===== config.mk =====
export PLATFORM = sky130hd
export DESIGN_NAME = dci_div_pipe
export DESIGN_NICKNAME = d
export VERILOG_FILES = /design/src/dci_div_pipe.sv
export SDC_FILE = /design/constraint.sdc
export NUM_CORES = 2
export LEC_CHECK = 0
export ABC_CLOCK_PERIOD_IN_PS = 3500
export BUFFER_PORTS_ARGS = -buffer_cell sky130_fd_sc_hd__buf_2
export CAP_MARGIN = 20
export CORE_MARGIN = 1
export CORE_UTILIZATION = 40
export CTS_BUF_LIST = sky130_fd_sc_hd__clkbuf_8
export CTS_CLUSTER_SIZE = 30
export DETAILED_ROUTE_END_ITERATION = 7
export SYNTH_ARGS = -nofsm -noshare
export SYNTH_HDL_FRONTEND = slang
export SYNTH_SLANG_ARGS = --single-unit

===== constraint.sdc =====
create_clock -name clock -period 3.5 [get_ports clock]
set_input_delay 0.35 -clock clock [delete_from_list [all_inputs] [get_ports clock]]
set_output_delay 0.35 -clock clock [all_outputs]
set_load 0.02 [all_outputs]

===== src/dci_div_pipe.sv =====
`timescale 1ns / 1ps
// pipelined restoring divider, one quotient bit per stage, lanes share the divisor
module dci_div_pipe #(
   parameter int DIV_W  = 32,
   parameter int QUOT_W = 17,
   parameter int LANES  = 1,
   parameter int SIDE_W = 1
) (
   input  logic                               clock,
   input  logic                               reset,
   input  logic                               en,
   input  logic                               in_valid,
   input  logic [LANES-1:0][DIV_W-1:0]        in_rem,
   input  logic [LANES-1:0][QUOT_W-1:0]       in_bits,
   input  logic [DIV_W-1:0]                   in_divisor,
   input  logic [SIDE_W-1:0]                  in_side,
   output logic                               out_valid,
   output logic [LANES-1:0][QUOT_W-1:0]       out_quot,
   output logic [SIDE_W-1:0]                  out_side
);

   logic                          valid_ff [QUOT_W];
   logic [LANES-1:0][DIV_W-1:0]   rem_ff   [QUOT_W];
   logic [LANES-1:0][DIV_W-1:0]   rem_in   [QUOT_W];
   logic [LANES-1:0][QUOT_W-1:0]  bits_ff  [QUOT_W];
   logic [LANES-1:0][QUOT_W-1:0]  bits_in  [QUOT_W];
   logic [DIV_W-1:0]              dsr_ff   [QUOT_W];
   logic [SIDE_W-1:0]             side_ff  [QUOT_W];

   // dividend bits enter from the top of the bits word, quotient bits fill from the bottom
   always_comb begin
      logic [LANES-1:0][DIV_W-1:0]  src_rem;
      logic [LANES-1:0][QUOT_W-1:0] src_bits;
      logic [DIV_W-1:0]             src_dsr;
      logic [DIV_W:0]               r2;
      logic                         ge;
      for (int s = 0; s < QUOT_W; s++) begin
         if (s == 0) begin
            src_rem  = in_rem;
            src_bits = in_bits;
            src_dsr  = in_divisor;
         end else begin
            src_rem  = rem_ff[s-1];
            src_bits = bits_ff[s-1];
            src_dsr  = dsr_ff[s-1];
         end
         for (int l = 0; l < LANES; l++) begin
            r2 = {src_rem[l], src_bits[l][QUOT_W-1]};
            ge = (r2 >= {1'b0, src_dsr});
            rem_in[s][l]  = ge ? DIV_W'(r2 - {1'b0, src_dsr}) : DIV_W'(r2);
            bits_in[s][l] = {src_bits[l][QUOT_W-2:0], ge};
         end
      end
   end

   always_ff @(posedge clock) begin
      if (reset) begin
         for (int s = 0; s < QUOT_W; s++) valid_ff[s] <= 1'b0;
      end else if (en) begin
         for (int s = 0; s < QUOT_W; s++) begin
            if (s == 0) valid_ff[s] <= in_valid;
            else        valid_ff[s] <= valid_ff[s-1];
         end
      end
   end

   always_ff @(posedge clock) begin
      if (en) begin
         for (int s = 0; s < QUOT_W; s++) begin
            rem_ff[s]  <= rem_in[s];
            bits_ff[s] <= bits_in[s];
            if (s == 0) begin
               dsr_ff[s]  <= in_divisor;
               side_ff[s] <= in_side;
            end else begin
               dsr_ff[s]  <= dsr_ff[s-1];
               side_ff[s] <= side_ff[s-1];
            end
         end
      end
   end

   assign out_valid = valid_ff[QUOT_W-1];
   assign out_quot  = bits_ff[QUOT_W-1];
   assign out_side  = side_ff[QUOT_W-1];

endmodule


# After elaboration in Yosys (flattened, before gate mapping)
# Memory sizes are Yosys's and may differ from the RTL's.
# Index checks and enable logic that the tools add are counted.
# word_totals
reg_bits	0
ram_bits	1411
in_bits	86
out_inout_bits	19
elab_cells	96
memories	5
# op_classes
add_sub_neg	17
order_cmp	17
muxes	40
bitwise_logic	17
# memory_table
name	depth	word_bits	rd	rd_ports_with_merged_regs	wr	line	source
dsr_ff	17	32	16	0	17	27	logic [DIV_W-1:0] dsr_ff [QUOT_W];
rem_ff	17	32	16	0	17	23	logic [LANES-1:0][DIV_W-1:0] rem_ff [QUOT_W];
bits_ff	17	17	17	0	17	25	logic [LANES-1:0][QUOT_W-1:0] bits_ff [QUOT_W];
side_ff	17	1	17	0	17	28	logic [SIDE_W-1:0] side_ff [QUOT_W];
valid_ff	17	1	17	0	17	22	logic valid_ff [QUOT_W];
# op_table
operator	n
>= comparator 33 x 32 -> 1 bit	17
2-to-1 mux 32 bit	17
subtractor 32 bit	17
2-to-1 mux 1 bit	23
bitwise OR 1 bit	17

# Longest topological paths before layout
# depth
depth_word	4
depth_mapped	14
depth_no_buf	13

# Least setup slack after synthesis
# Ideal clock, no wire load.
# synth_path
kind	register to register
startpoint	mem rem_ff[0][37] (netlist bit)
endpoint	mem rem_ff[0][68] (netlist bit) (data pin)
setup_time_ns	0.260
arrival_time_ns	3.315
t_required_ns	3.240
slack_ns	-0.076
stages_incl_launch_ff	13
n_path_buf	1
synth_period_minus_slack_ns	3.576
path_cell_list	edfxtp_1 ha_1 a21oi_2 nor2b_1 or3_1 a2bb2oi_2 and3_4 o311ai_4 a21boi_2 or4_4 a311oi_4 buf_6 mux2_4
# synth_rtl
element	line
from (decl)	23

==> Flow_metrics.wiki <==
{| class="wikitable"
! Metric !! Value
|-
| Final Wtd Congestion || 0.940
|-
| Global Route met3 Usage || 2.83%
|-
| Most used routing layer || met2
|-
| Number of remaining DRC errors || 0
|-
| Post-DP HPWL || 137000 um
|-
| Worst min-delay path endpoint || dsr_ff[0][5]
|-
| Main flop type after synthesis || edfxtp_1
|-
| Die X || 436 um
|-
| Arrival time of the worst setup path || 4.43 ns
|-
| Via count of the first global-routing pass || 56300
|-
| Worst-path clk slew || 0.06 ns
|-
| Synthesized area per cell || 11.6 um^2
|-
| Number of cells on the worst reg-to-reg path || 14
|-
| Detail Route Antenna Nets || 0
|-
| Leakage || 39.6 nW
|-
| Netlist area before placement || 0.0753 mm^2
|-
| Overall fraction of global-route tracks in use || 19.0%
|-
| First-pass iteration count of the detailed router || 8
|-
| Portion of the clock cycle consumed by the worst path in the final layout || 107%
|-
| Latest clock arrival within the worst-skew pair || 0.98 ns
|-
| Cell count after synthesis || 6466
|-
| Hold WC Path Type || primary input to register
|-
| Count of endpoints failing setup in the final report || 38
|-
| Root buffer cell || clkbuf_8
|-
| Y dimension of the die || 436 um
|-
| Hold Slack || 0.157 ns
|-
| Proportion of synthesized flip-flops having asynchronous set or reset || 0%
|-
| Filler instances || 16600
|-
| Worst path max stage delay || 0.44 ns
|-
| Wire length of the first global-routing pass || 287000 um
|-
| Post-placement cell count || 9703
|-
| Grt met2 use || 38.8%
|-
| Worst Path Max Fanout || 8
|-
| Power density of the placed cells || 909 mW/mm^2
|-
| Initial core utilization || 40.4%
|-
| Sequence of cells on the critical path || inv_2 -> ha_4 -> a21oi_4 -> nor2b_4 -> or3_4 -> a2bb2oi_4 -> and3_4 -> o311ai_4 -> a21boi_2 -> or4_4 -> a311oi_4 -> buf_6 -> buf_12 -> mux2_4
|-
| Setup crit start kind || register
|-
| Launching point of the worst reg2reg path || dsr_ff[0][38]
|-
| Sinks on the clock net || 1347
|-
| Final hold violations || 0
|-
| Proportion of synthesized chip area in sequential cells || 53.7%
|-
| Fin. max-slew vios || 0
|-
| Crit-path leading delay family || compound AO/OA/AOI/OAI gates
|-
| Growth of design area from synthesis to finish || 23.5%
|-
| CTS tree || built
|-
| Final Skew || 0.0669 ns
|-
| Fraction of met1 tracks used by global routing || 16.8%
|-
| Cts bufs inserted || 233
|-
| Max-Slew Margin vs Limit || 45.0%
|-
| Worst-path cell with the longest stage delay || or4_4
|-
| Port Buf Inserts || 104
|-
| Worst Min Path Start || in_divisor[5]
|-
| Shortest period the worst path allows || 3.74 ns
|-
| Violations in the final reports || negative setup slack
|-
| Buffers from clock root to sink, at most || 3
|-
| Net Count, Synth || 7112
|-
| Reg-to-Reg End || rem_ff[0][66]
|-
| Worst IR Drop VDD || 0.599 mV
|-
| Outcome || finished with violations
|-
| Highest attainable clock frequency || 267 MHz
|-
| Number of synthesis warnings || 0
|-
| Routed wirelength normalized by instance count || 17.9 um
|-
| Number of placement rows || 158
|-
| Net count of the finished layout || 8324
|-
| Crit. End Element || register
|-
| Number of top-level pins || 105
|-
| Unique masters post-synth || 90
|-
| Overflow left after global routing || 0
|-
| Initial antenna violation count || 3
|-
| Largest net degree at the start of global routing || 122
|-
| Total Die Area || 0.190 mm^2
|-
| Routed via count || 53000
|-
| Critical path type || register to register
|-
| Worst Slack Setup Final || -0.240 ns
|-
| Vias per std cell || 5.12
|-
| RSZ-0062 raised after global routing || yes
|-
| Buffering stage count on the worst path with inverters included || 3
|-
| Data required time at the worst endpoint || 4.19 ns
|-
| Detailed Route Iter0 Violations || 2542
|-
| Total wire length || 186000 um
|-
| Final cell count without fillers || 10300
|-
| MaxCap Viol Count || 0
|-
| Hold path cells || 2
|-
| Worst Max-Slew Pin Slew || 0.805 ns
|-
| Core Footprint || 0.186 mm^2
|-
| EDFF count, synth || 1347
|-
| Layout cells sized above 1 || 23.3%
|-
| Level count of the clock H-tree || 4
|-
| Register-to-register path setup slack || -0.24 ns
|-
| Synth Register Bits || 1347
|}
==> registers in the layout, summed over array words and instances (netlist names) <==
name,count
rem_ff,512
bits_ff,289
side_ff,17
valid_ff,17
dsr_ff,512
==> worst max path at each step <==
stage	cells past startpoint	start	slack, ns	endpoint
floorplan	12	rem_ff[0][37]	-0.04	rem_ff[0][68]
global placement	13	rem_ff[0][459]	-0.49	rem_ff[0][483]
detailed placement	13	rem_ff[0][459]	-0.47	rem_ff[0][483]
CTS	13	dsr_ff[0][39]	-0.24	rem_ff[0][68]
global route	14	rem_ff[0][38]	-0.31	rem_ff[0][68]
finish	14	dsr_ff[0][38]	-0.24	rem_ff[0][66]
==> kinds of logic after synthesis <==
group | after synthesis | share of synthesized area (%)
compound gates | 1638 | 13.9
mux | 345 | 5.23
simple gates | 1322 | 8.50
fa+ha+maj | 560 | 9.47
xor+xnor | 421 | 4.90
flops | 1347 | 53.7
buf+inv | 833 | 4.30
==> where the power goes <==
group,switching [mW],internal (mW),total [mW]
Clock,6.48,6.54,13.0
Sequential,2.16,23.8,26.0
Combinational,22.7,22.8,45.5
Total,31.4,53.1,84.5
==> layout make-up <==
type	count	area (um^2)	share of cell area, %
diodes	2	5.00	0.00538
repair buffers	1130	9600	10.3
well taps	2480	3100	3.34
flip-flops and latches	1347	40400	43.5
clock inverters	186	961	1.03
multi-input cells	4287	33100	35.6
inverters	679	2550	2.74
clock buffers	235	3230	3.48
==> cells in the mapped netlist, drive strengths merged, types with 23 or more instances <==
| cell | count | share of area [%] |
|---|---|---|
| o21a | 52 | 0.52 |
| ha | 544 | 9.0 |
| nand2b | 65 | 0.54 |
| o21ai | 400 | 2.7 |
| nand3 | 105 | 0.70 |
| nor2 | 292 | 1.5 |
| nor3 | 70 | 0.47 |
| and2 | 46 | 0.38 |
| and3 | 54 | 0.46 |
| a21o | 293 | 2.9 |
| clkbuf | 114 | 0.57 |
| nand4 | 82 | 0.68 |
| edfxtp | 1347 | 54 |
| xor2 | 167 | 1.9 |
| mux2 | 313 | 4.8 |
| buf | 40 | 0.34 |
| nor2b | 81 | 0.67 |
| a211oi | 52 | 0.52 |
| a21oi | 447 | 3.0 |
| inv | 679 | 3.4 |
| mux2i | 32 | 0.43 |
| a31oi | 66 | 0.55 |
| xnor2 | 254 | 3.0 |
| nand2 | 419 | 2.1 |
| o211ai | 23 | 0.23 |
| o21bai | 55 | 0.55 |
| o31ai | 43 | 0.44 |
==> metal layers <==
metal	share of wire [%]	up-vias
met2	57	1038
met3	2.9	579
met5	0	-
met1	33	25000
li1	-	26300
met4	7.0	0
==> metrics by stage <==
stage / utilization [%] / cell area (um^2) / power, mW / TNS, ns / worst slack, ns
5_1_grt: 49.9 / 93000 / 90.2 / -11.50 / -0.309
3_5_place_dp: 45.6 / 84900 / 66.9 / -54.70 / -0.474
6_report: 49.9 / 93000 / 84.5 / -6.52 / -0.240
3_3_place_gp: 45.6 / 84900 / 66.3 / -48.13 / -0.487
2_1_floorplan: - / 75300 / 52.6 / -1.02 / -0.0426
4_1_cts: 49.1 / 91500 / 82.6 / -6.38 / -0.241
==> placed cells by master (no fill, tap or decap), types with 100 or more instances in the layout <==
master	instances
a21o_1	292
nand2_1	416
ha_1	521
inv_1	740
dlygate4sd3_1	129
a21oi_1	415
edfxtp_1	1347
clkbuf_8	235
nor2_1	288
nand3_1	100
o21ai_0	356
xnor2_1	254
xor2_1	167
buf_4	819
mux2_2	221
buf_2	103
==> what timing repair did <==
action,CTS,global route
hold buffers,129,0
setup endpoints to repair,345,354
resized for setup,120,223
hold endpoints to repair,196,0
buffers inserted,27,46
pin swaps,42,66
gates cloned,11,13
(Power assumes the default switching activity.)
