===== config.mk =====
export PLATFORM = sky130hd
export DESIGN_NAME = dci_sqrt_pipe
export DESIGN_NICKNAME = d
export VERILOG_FILES = /design/src/dci_pkg.sv /design/src/dci_sqrt_pipe.sv
export SDC_FILE = /design/constraint.sdc
export NUM_CORES = 2
export LEC_CHECK = 0
export BUFFER_PORTS_ARGS = -buffer_cell sky130_fd_sc_hd__clkbuf_2
export CAP_MARGIN = 25
export CORE_MARGIN = 8
export CORE_UTILIZATION = 40
export DETAILED_ROUTE_END_ITERATION = 12
export SYNTH_ARGS = -nofsm -noshare
export SYNTH_HDL_FRONTEND = slang
export SYNTH_MEMORY_MAX_BITS = 65536
export SYNTH_SLANG_ARGS = --single-unit

===== constraint.sdc =====
create_clock -name clock -period 6.5 [get_ports clock]
set_input_delay 0.65 -clock clock [delete_from_list [all_inputs] [get_ports clock]]
set_output_delay 0.65 -clock clock [all_outputs]
set_load 0.02 [all_outputs]

===== src/dci_pkg.sv =====
`timescale 1ns / 1ps
// shared types, constants and saturation helper for the distance constraint impulse block
package dci_pkg;

   localparam int FRAC_BITS = 16;
   localparam int Q_W       = 32;
   localparam int SAT_W     = 80;
   localparam int BIAS_W    = 17;
   localparam int REST_W    = 31;

   localparam logic [BIAS_W-1:0] BIAS_RESET = 17'd13107;
   localparam logic signed [Q_W-1:0] Q_MAX = 32'sh7fff_ffff;
   localparam logic signed [Q_W-1:0] Q_MIN = 32'sh8000_0000;

   localparam logic OP_ROPE = 1'b0;
   localparam logic OP_BAR  = 1'b1;

   // geometry and body terms carried alongside the square root
   typedef struct packed {
      logic                    bar;
      logic signed [Q_W-1:0]   ax;
      logic signed [Q_W-1:0]   ay;
      logic signed [Q_W-1:0]   bx;
      logic signed [Q_W-1:0]   by;
      logic signed [Q_W-1:0]   rx;
      logic signed [Q_W-1:0]   ry;
      logic signed [Q_W-1:0]   dvx;
      logic signed [Q_W-1:0]   dvy;
      logic [Q_W:0]            ims;
      logic [Q_W-1:0]          iia;
      logic [Q_W-1:0]          iib;
      logic [REST_W-1:0]       rest;
   } geo_type;

   // terms carried alongside the normal division and the mass terms
   typedef struct packed {
      logic                    bar;
      logic                    slack;
      logic                    dr_zero;
      logic                    rx_pos;
      logic                    ry_pos;
      logic signed [Q_W-1:0]   ax;
      logic signed [Q_W-1:0]   ay;
      logic signed [Q_W-1:0]   bx;
      logic signed [Q_W-1:0]   by;
      logic signed [Q_W-1:0]   dvx;
      logic signed [Q_W-1:0]   dvy;
      logic signed [Q_W-1:0]   diff;
      logic [Q_W:0]            ims;
      logic [Q_W-1:0]          iia;
      logic [Q_W-1:0]          iib;
   } div_side_type;

   // terms carried alongside the effective mass division
   typedef struct packed {
      logic                    slack;
      logic                    k_zero;
      logic signed [Q_W-1:0]   nx;
      logic signed [Q_W-1:0]   ny;
      logic signed [Q_W-1:0]   jvb;
   } em_side_type;

   function automatic logic signed [Q_W-1:0] sat_q(input logic signed [SAT_W-1:0] v);
      logic [SAT_W-Q_W:0] top;
      top = v[SAT_W-1:Q_W-1];
      if (top == '0 || top == '1) begin
         return v[Q_W-1:0];
      end
      return v[SAT_W-1] ? Q_MIN : Q_MAX;
   endfunction

endpackage


===== src/dci_sqrt_pipe.sv =====
`timescale 1ns / 1ps
// pipelined integer square root, one root bit per stage, side data carried along
module dci_sqrt_pipe #(
   parameter int SIDE_W = 1
) (
   input  logic                        clock,
   input  logic                        reset,
   input  logic                        en,
   input  logic                        in_valid,
   input  logic [2*dci_pkg::Q_W-1:0]   in_val,
   input  logic [SIDE_W-1:0]           in_side,
   output logic                        out_valid,
   output logic [dci_pkg::Q_W-1:0]     out_root,
   output logic [SIDE_W-1:0]           out_side
);

   localparam int STEPS = dci_pkg::Q_W;
   localparam int RW    = dci_pkg::Q_W;
   localparam int VW    = 2 * dci_pkg::Q_W;
   localparam int REM_W = RW + 1;

   logic              valid_ff [STEPS];
   logic [REM_W-1:0]  rem_ff   [STEPS];
   logic [REM_W-1:0]  rem_in   [STEPS];
   logic [RW-1:0]     root_ff  [STEPS];
   logic [RW-1:0]     root_in  [STEPS];
   logic [VW-1:0]     val_ff   [STEPS];
   logic [VW-1:0]     val_in   [STEPS];
   logic [SIDE_W-1:0] side_ff  [STEPS];

   always_comb begin
      logic [REM_W-1:0] src_rem;
      logic [RW-1:0]    src_root;
      logic [VW-1:0]    src_val;
      logic [REM_W+1:0] r2;
      logic [REM_W+1:0] trial;
      for (int s = 0; s < STEPS; s++) begin
         if (s == 0) begin
            src_rem  = '0;
            src_root = '0;
            src_val  = in_val;
         end else begin
            src_rem  = rem_ff[s-1];
            src_root = root_ff[s-1];
            src_val  = val_ff[s-1];
         end
         r2    = {src_rem, src_val[VW-1:VW-2]};
         trial = (REM_W+2)'({src_root, 2'b01});
         if (r2 >= trial) begin
            rem_in[s]  = REM_W'(r2 - trial);
            root_in[s] = {src_root[RW-2:0], 1'b1};
         end else begin
            rem_in[s]  = REM_W'(r2);
            root_in[s] = {src_root[RW-2:0], 1'b0};
         end
         val_in[s] = {src_val[VW-3:0], 2'b00};
      end
   end

   always_ff @(posedge clock) begin
      if (reset) begin
         for (int s = 0; s < STEPS; s++) valid_ff[s] <= 1'b0;
      end else if (en) begin
         for (int s = 0; s < STEPS; s++) begin
            if (s == 0) valid_ff[s] <= in_valid;
            else        valid_ff[s] <= valid_ff[s-1];
         end
      end
   end

   always_ff @(posedge clock) begin
      if (en) begin
         for (int s = 0; s < STEPS; s++) begin
            rem_ff[s]  <= rem_in[s];
            root_ff[s] <= root_in[s];
            val_ff[s]  <= val_in[s];
            if (s == 0) side_ff[s] <= in_side;
            else        side_ff[s] <= side_ff[s-1];
         end
      end
   end

   assign out_valid = valid_ff[STEPS-1];
   assign out_root  = root_ff[STEPS-1];
   assign out_side  = side_ff[STEPS-1];

endmodule


== Yosys cells after proc, flatten, opt, wreduce, memory -nomap -nowiden ==
Memory sizes are Yosys's and may differ from the RTL's.
Cells that the tools add are included.
Storage, ports and cells
  flip-flop bits (word level): 0
  input port bits: 69
  output and inout port bits: 34
  memories: 5
  RAM bits: 4128
Memory list
  val_ff: words 32, width 62, rd ports 31, clocked after memory_dff 0, write ports 32, RTL line dci_sqrt_pipe.sv:27  | logic [VW-1:0] val_ff [STEPS];
  rem_ff: words 32, width 33, rd ports 31, clocked after memory_dff 0, write ports 32, RTL line dci_sqrt_pipe.sv:23  | logic [REM_W-1:0] rem_ff [STEPS];
  root_ff: words 32, width 32, rd ports 32, clocked after memory_dff 0, write ports 32, RTL line dci_sqrt_pipe.sv:25  | logic [RW-1:0] root_ff [STEPS];
  side_ff: words 32, width 1, rd ports 32, clocked after memory_dff 0, write ports 32, RTL line dci_sqrt_pipe.sv:29  | logic [SIDE_W-1:0] side_ff [STEPS];
  valid_ff: words 32, width 1, rd ports 32, clocked after memory_dff 0, write ports 32, RTL line dci_sqrt_pipe.sv:22  | logic valid_ff [STEPS];
Operators by class
  multiplexer cells: 102
  bitwise operators: 32
  add/sub/neg operators: 32
  $lt $le $gt $ge: 32
Operators by type and width (number)
  $ge A35 B34 Y1: 31
  $mux W33: 32
  $sub A33 B33 Y33: 31
  $mux W1: 70
  $or A1 B1 Y1: 32
  $sub A2 B1 Y3 const B: 1
  $ge A2 B1 Y1 const B: 1

== Logic depth before layout (Yosys ltp) ==
  depth in word-level cells: 4
  mapped depth: 14
  depth with buffers taken out: 12

== Worst setup path before layout ==
Ideal clock, no wire load.
  path type: reg-to-reg
  start point: mem rem_ff[0][208] (netlist bit)
  end point: mem rem_ff[0][259] (netlist bit) (data pin)
  arrival: 3158 ps
  period minus slack after synthesis: 3416 ps
  slack: 3084 ps
  path buffers: 1
  stages on the path, launching flop included: 11
  cell sequence: edfxtp_1 -> or4_1 -> or3_1 -> or3_4 -> o211a_1 -> o2111ai_4 -> nand2b_4 -> or4_1 -> clkbuf_1 -> or4_4 -> xnor2_2
RTL lines (RTL line)
  start: declaration: dci_sqrt_pipe.sv:23

==> flow_metrics.env <==
export IMPL_initial_utilization=0.402
export IMPL_placed_area_mm2=0.124
export IMPL_synth_largest_area_cell="sky130_fd_sc_hd__edfxtp_1"
export IMPL_clk_path_buf_depth=4
export IMPL_avgRoutedWirePerCell_um=19.2
export IMPL_top_level_ports=103
export IMPL_synthTopCellsByArea="sky130_fd_sc_hd__edfxtp_1 65%, sky130_fd_sc_hd__ha_1 5.9%, sky130_fd_sc_hd__xnor2_1 3.1%, sky130_fd_sc_hd__xor2_1 2.8%, sky130_fd_sc_hd__o21ai_0 2.3%"
export IMPL_design_area_mm2=0.135
export IMPL_worst_r2r_path_depth=11
export IMPL_maxSlewHeadroom=0.266
export IMPL_yosysWarningCount=0
export IMPL_drt_pass1_iter_count=6
export IMPL_die_area_mm2=0.316
export IMPL_dieHeight_um=562
export IMPL_achievable_frequency_mhz=234
export IMPL_totalWireLength_mm=264
export IMPL_pre_cts_slack_ns=2.17
export IMPL_cts_tree="yes"
export IMPL_cts_clk_slew_worst_paths_ns=0.06
export IMPL_grt_max_degree=176
export IMPL_critPathLaunchType="flip-flop"
export IMPL_cts_repair_timing_setup_buffer_count=0
export IMPL_timing_hold_worst_path_depth=2
export IMPL_clk_root_buffer_cell="sky130_fd_sc_hd__clkbuf_16"
export IMPL_syn_cell_area_mm2=0.119
export IMPL_grt_pass1_wl_mm=407
export IMPL_grtUsageTotal=0.161
export IMPL_hold_slack_ns=0.251
export IMPL_remaining_drc_errors=0
export IMPL_maxSlewViolCount=0
export IMPL_rsz_0062_raised_after_global_routing="no"
export IMPL_layout_worst_path_cycle_share=0.657
export IMPL_die_width_um=562
export IMPL_peakVddDrop_mv=0.194
export IMPL_portion_of_synthesized_cell_area_occupied_by_the_leading_cell_type=0.645
export IMPL_via_count_of_the_routed_design=71700
export IMPL_clock_sinks=2559
export IMPL_total_power_mw=48.5
export IMPL_synth_sequential_area_ratio=0.645
export IMPL_cellPowerDensity_mw_per_mm2=360
export IMPL_worst_slack_ns=2.23
export IMPL_criticalPathCategory="flip-flop to flip-flop"
export IMPL_std_cell_core_area_mm2=0.297
export IMPL_synthesis_nets=9842
export IMPL_tightestPinTransition_ns=1.10
export IMPL_gr_total_overflow=0
export IMPL_arrival_ns=4.86
export IMPL_synth_area_per_cell_um2=12.9
export IMPL_drt_antenna_violating_nets=0
export IMPL_end_kind="flip-flop"
export IMPL_clk_latency_ns=0.88
export IMPL_fill_cells=26500
export IMPL_finalWeightedCongestion=0.903
export IMPL_holdCritPathClass="primary input to flip-flop"
export IMPL_io_buffers=102
export IMPL_cts_htree_levels=5
export IMPL_post_synth_edffs=2559
export IMPL_drive_above_1_share=0.0815
export IMPL_post_route_min_period_ns=4.27
export IMPL_drv_cap=0
export IMPL_ys_seq_elements=2559
export IMPL_finalSetupViolations=0
export IMPL_power_static_leakage_nw=50.8
export IMPL_syn_instance_count=9212
export IMPL_grt_pass1_vias=71900
export IMPL_critPathMaxFanout=28
export IMPL_dominantRegCellSynth="sky130_fd_sc_hd__edfxtp_1"
export IMPL_detailedPlacementHpwl_mm=192
export IMPL_finalHoldViolCount=0
export IMPL_cts_made_buffers=292
export IMPL_synth_lib_cells_used_distinct=92
export IMPL_drt_iter0_markers=4987
export IMPL_status="finished, final reports clean"
export IMPL_ys_async_rst_share=0
export IMPL_antenna_found_initial=1
export IMPL_area_growth_syn_to_layout_pct=13.2
export IMPL_fin_nets=10200
export IMPL_finalSetupTns_ns=0
export IMPL_fin_skew_ns=0.0529
export IMPL_post_drt_via_cell_ratio=5.23
export IMPL_num_rows=200
export IMPL_crit_required_ns=7.09
[routing by layer]
layer	vias to the layer above	routed length [µm]	track usage
met5	-	0	0
li1	34800	-	-
met1	34700	107000	0.187
met2	1547	135000	0.294
met3	633	8700	0.0186
met4	0	14000	0.0780
[repair_timing]
action                                 CTS  global route
endpoints found under the hold margin   67             0
hold buffers                            67             0
resized for setup                        0             0
[cells by family (layout without fill, tap and decap cells)]
family          count (synthesis)  count (layout)  share of synthesized area
other cells                     1               2                  0.0000315
flops                        2559            2559                      0.645
fa+ha+maj                     561             561                     0.0589
buf+inv                       914            1466                     0.0299
xor+xnor                      800             800                     0.0589
simple gates                 2403            2403                      0.100
compound gates               1862            1862                     0.0967
mux                           112             112                     0.0104
[registers in the layout, summed over array words and instances (netlist names)]
signal / flops
side_ff: 32
rem_ff: 975
valid_ff: 32
root_ff: 528
val_ff: 992
[per-stage QoR]
step | util | cells
after floorplan | - | 9212
after global placement | 0.419 | 13100
after detailed placement | 0.420 | 13100
after CTS | 0.455 | 13700
after global routing | 0.455 | 13700
final | 0.455 | 13700
[final timing paths]
check	start	to	slack (ns)
min reg2reg	val_ff[0][461]	val_ff[0][525]	0.40
max	root_ff[1][256]	rem_ff[1][309]	2.23
max reg2reg	root_ff[1][256]	rem_ff[1][309]	2.23
min	reset	valid_ff[1][13]	0.25
[cell usage after synthesis, drive strengths merged (20+ instances only)]
cell	instances
o21bai	57
nand2b	114
a21boi	24
xor2	383
and2	51
a21oi	528
o31ai	60
a211oi	56
a2111oi	20
edfxtp	2559
ha	561
nand2	661
or4	50
o211ai	32
and3	56
xnor2	417
nand4	101
or3	87
nand3	129
nand3b	27
nor4	132
inv	692
clkbuf	168
o21a	100
o21ai	539
buf	54
nor2	553
nor3	229
or2	34
a21o	208
nor2b	101
a31oi	73
mux2	98
[final cells by class]
| class | instances | area (µm²) | area share |
|---|---|---|---|
| Multi-Input combinational cell | 5739 | 38800 | 0.288 |
| Clock inverter | 179 | 2000 | 0.0149 |
| Timing Repair Buffer | 246 | 1960 | 0.0145 |
| Tap cell | 3939 | 4930 | 0.0365 |
| Clock buffer | 349 | 7670 | 0.0569 |
| Antenna cell | 1 | 2.50 | 0.0000186 |
| Sequential cell | 2559 | 76800 | 0.570 |
| Inverter | 692 | 2600 | 0.0193 |
[cells in the final DEF (no fill, tap or decap), types with 27 or more instances in the layout]
cell	n
sky130_fd_sc_hd__a211oi_1	55
sky130_fd_sc_hd__a21o_1	208
sky130_fd_sc_hd__a21oi_1	528
sky130_fd_sc_hd__a31oi_1	70
sky130_fd_sc_hd__and2_1	50
sky130_fd_sc_hd__and3_1	56
sky130_fd_sc_hd__buf_4	59
sky130_fd_sc_hd__bufinv_16	38
sky130_fd_sc_hd__clkbuf_1	50
sky130_fd_sc_hd__clkbuf_16	299
sky130_fd_sc_hd__clkbuf_2	101
sky130_fd_sc_hd__clkinv_1	51
sky130_fd_sc_hd__clkinv_2	47
sky130_fd_sc_hd__dlygate4sd3_1	67
sky130_fd_sc_hd__edfxtp_1	2559
sky130_fd_sc_hd__ha_1	561
sky130_fd_sc_hd__inv_1	692
sky130_fd_sc_hd__mux2_2	98
sky130_fd_sc_hd__nand2_1	661
sky130_fd_sc_hd__nand2b_1	113
sky130_fd_sc_hd__nand3_1	129
sky130_fd_sc_hd__nand3b_1	27
sky130_fd_sc_hd__nand4_1	101
sky130_fd_sc_hd__nor2_1	551
sky130_fd_sc_hd__nor2b_1	101
sky130_fd_sc_hd__nor3_1	225
sky130_fd_sc_hd__nor4_1	128
sky130_fd_sc_hd__o211ai_1	32
sky130_fd_sc_hd__o21a_1	100
sky130_fd_sc_hd__o21ai_0	536
sky130_fd_sc_hd__o21bai_1	56
sky130_fd_sc_hd__o31ai_1	59
sky130_fd_sc_hd__or2_2	34
sky130_fd_sc_hd__or3_1	85
sky130_fd_sc_hd__or4_1	48
sky130_fd_sc_hd__xnor2_1	416
sky130_fd_sc_hd__xor2_1	383
[power by group]
part / switching (mW) / internal, mW
Clock: 6.57 / 9.97
Sequential: 1.49 / 20.8
Combinational: 5.68 / 3.94
[critical path, cell delays in order (launching register included)]
cell and delay, ns:
sky130_fd_sc_hd__edfxtp_1 0.41, sky130_fd_sc_hd__inv_1 0.07, sky130_fd_sc_hd__ha_1 0.35, sky130_fd_sc_hd__o21a_1 0.14, sky130_fd_sc_hd__nor4_1 0.30, sky130_fd_sc_hd__o21ai_0 0.29
sky130_fd_sc_hd__a21oi_1 0.28, sky130_fd_sc_hd__a21oi_1 0.18, sky130_fd_sc_hd__or4_1 0.52, sky130_fd_sc_hd__nand2_1 0.70, sky130_fd_sc_hd__buf_4 0.41, sky130_fd_sc_hd__mux2_2 0.37
(Power assumes the default switching activity.)
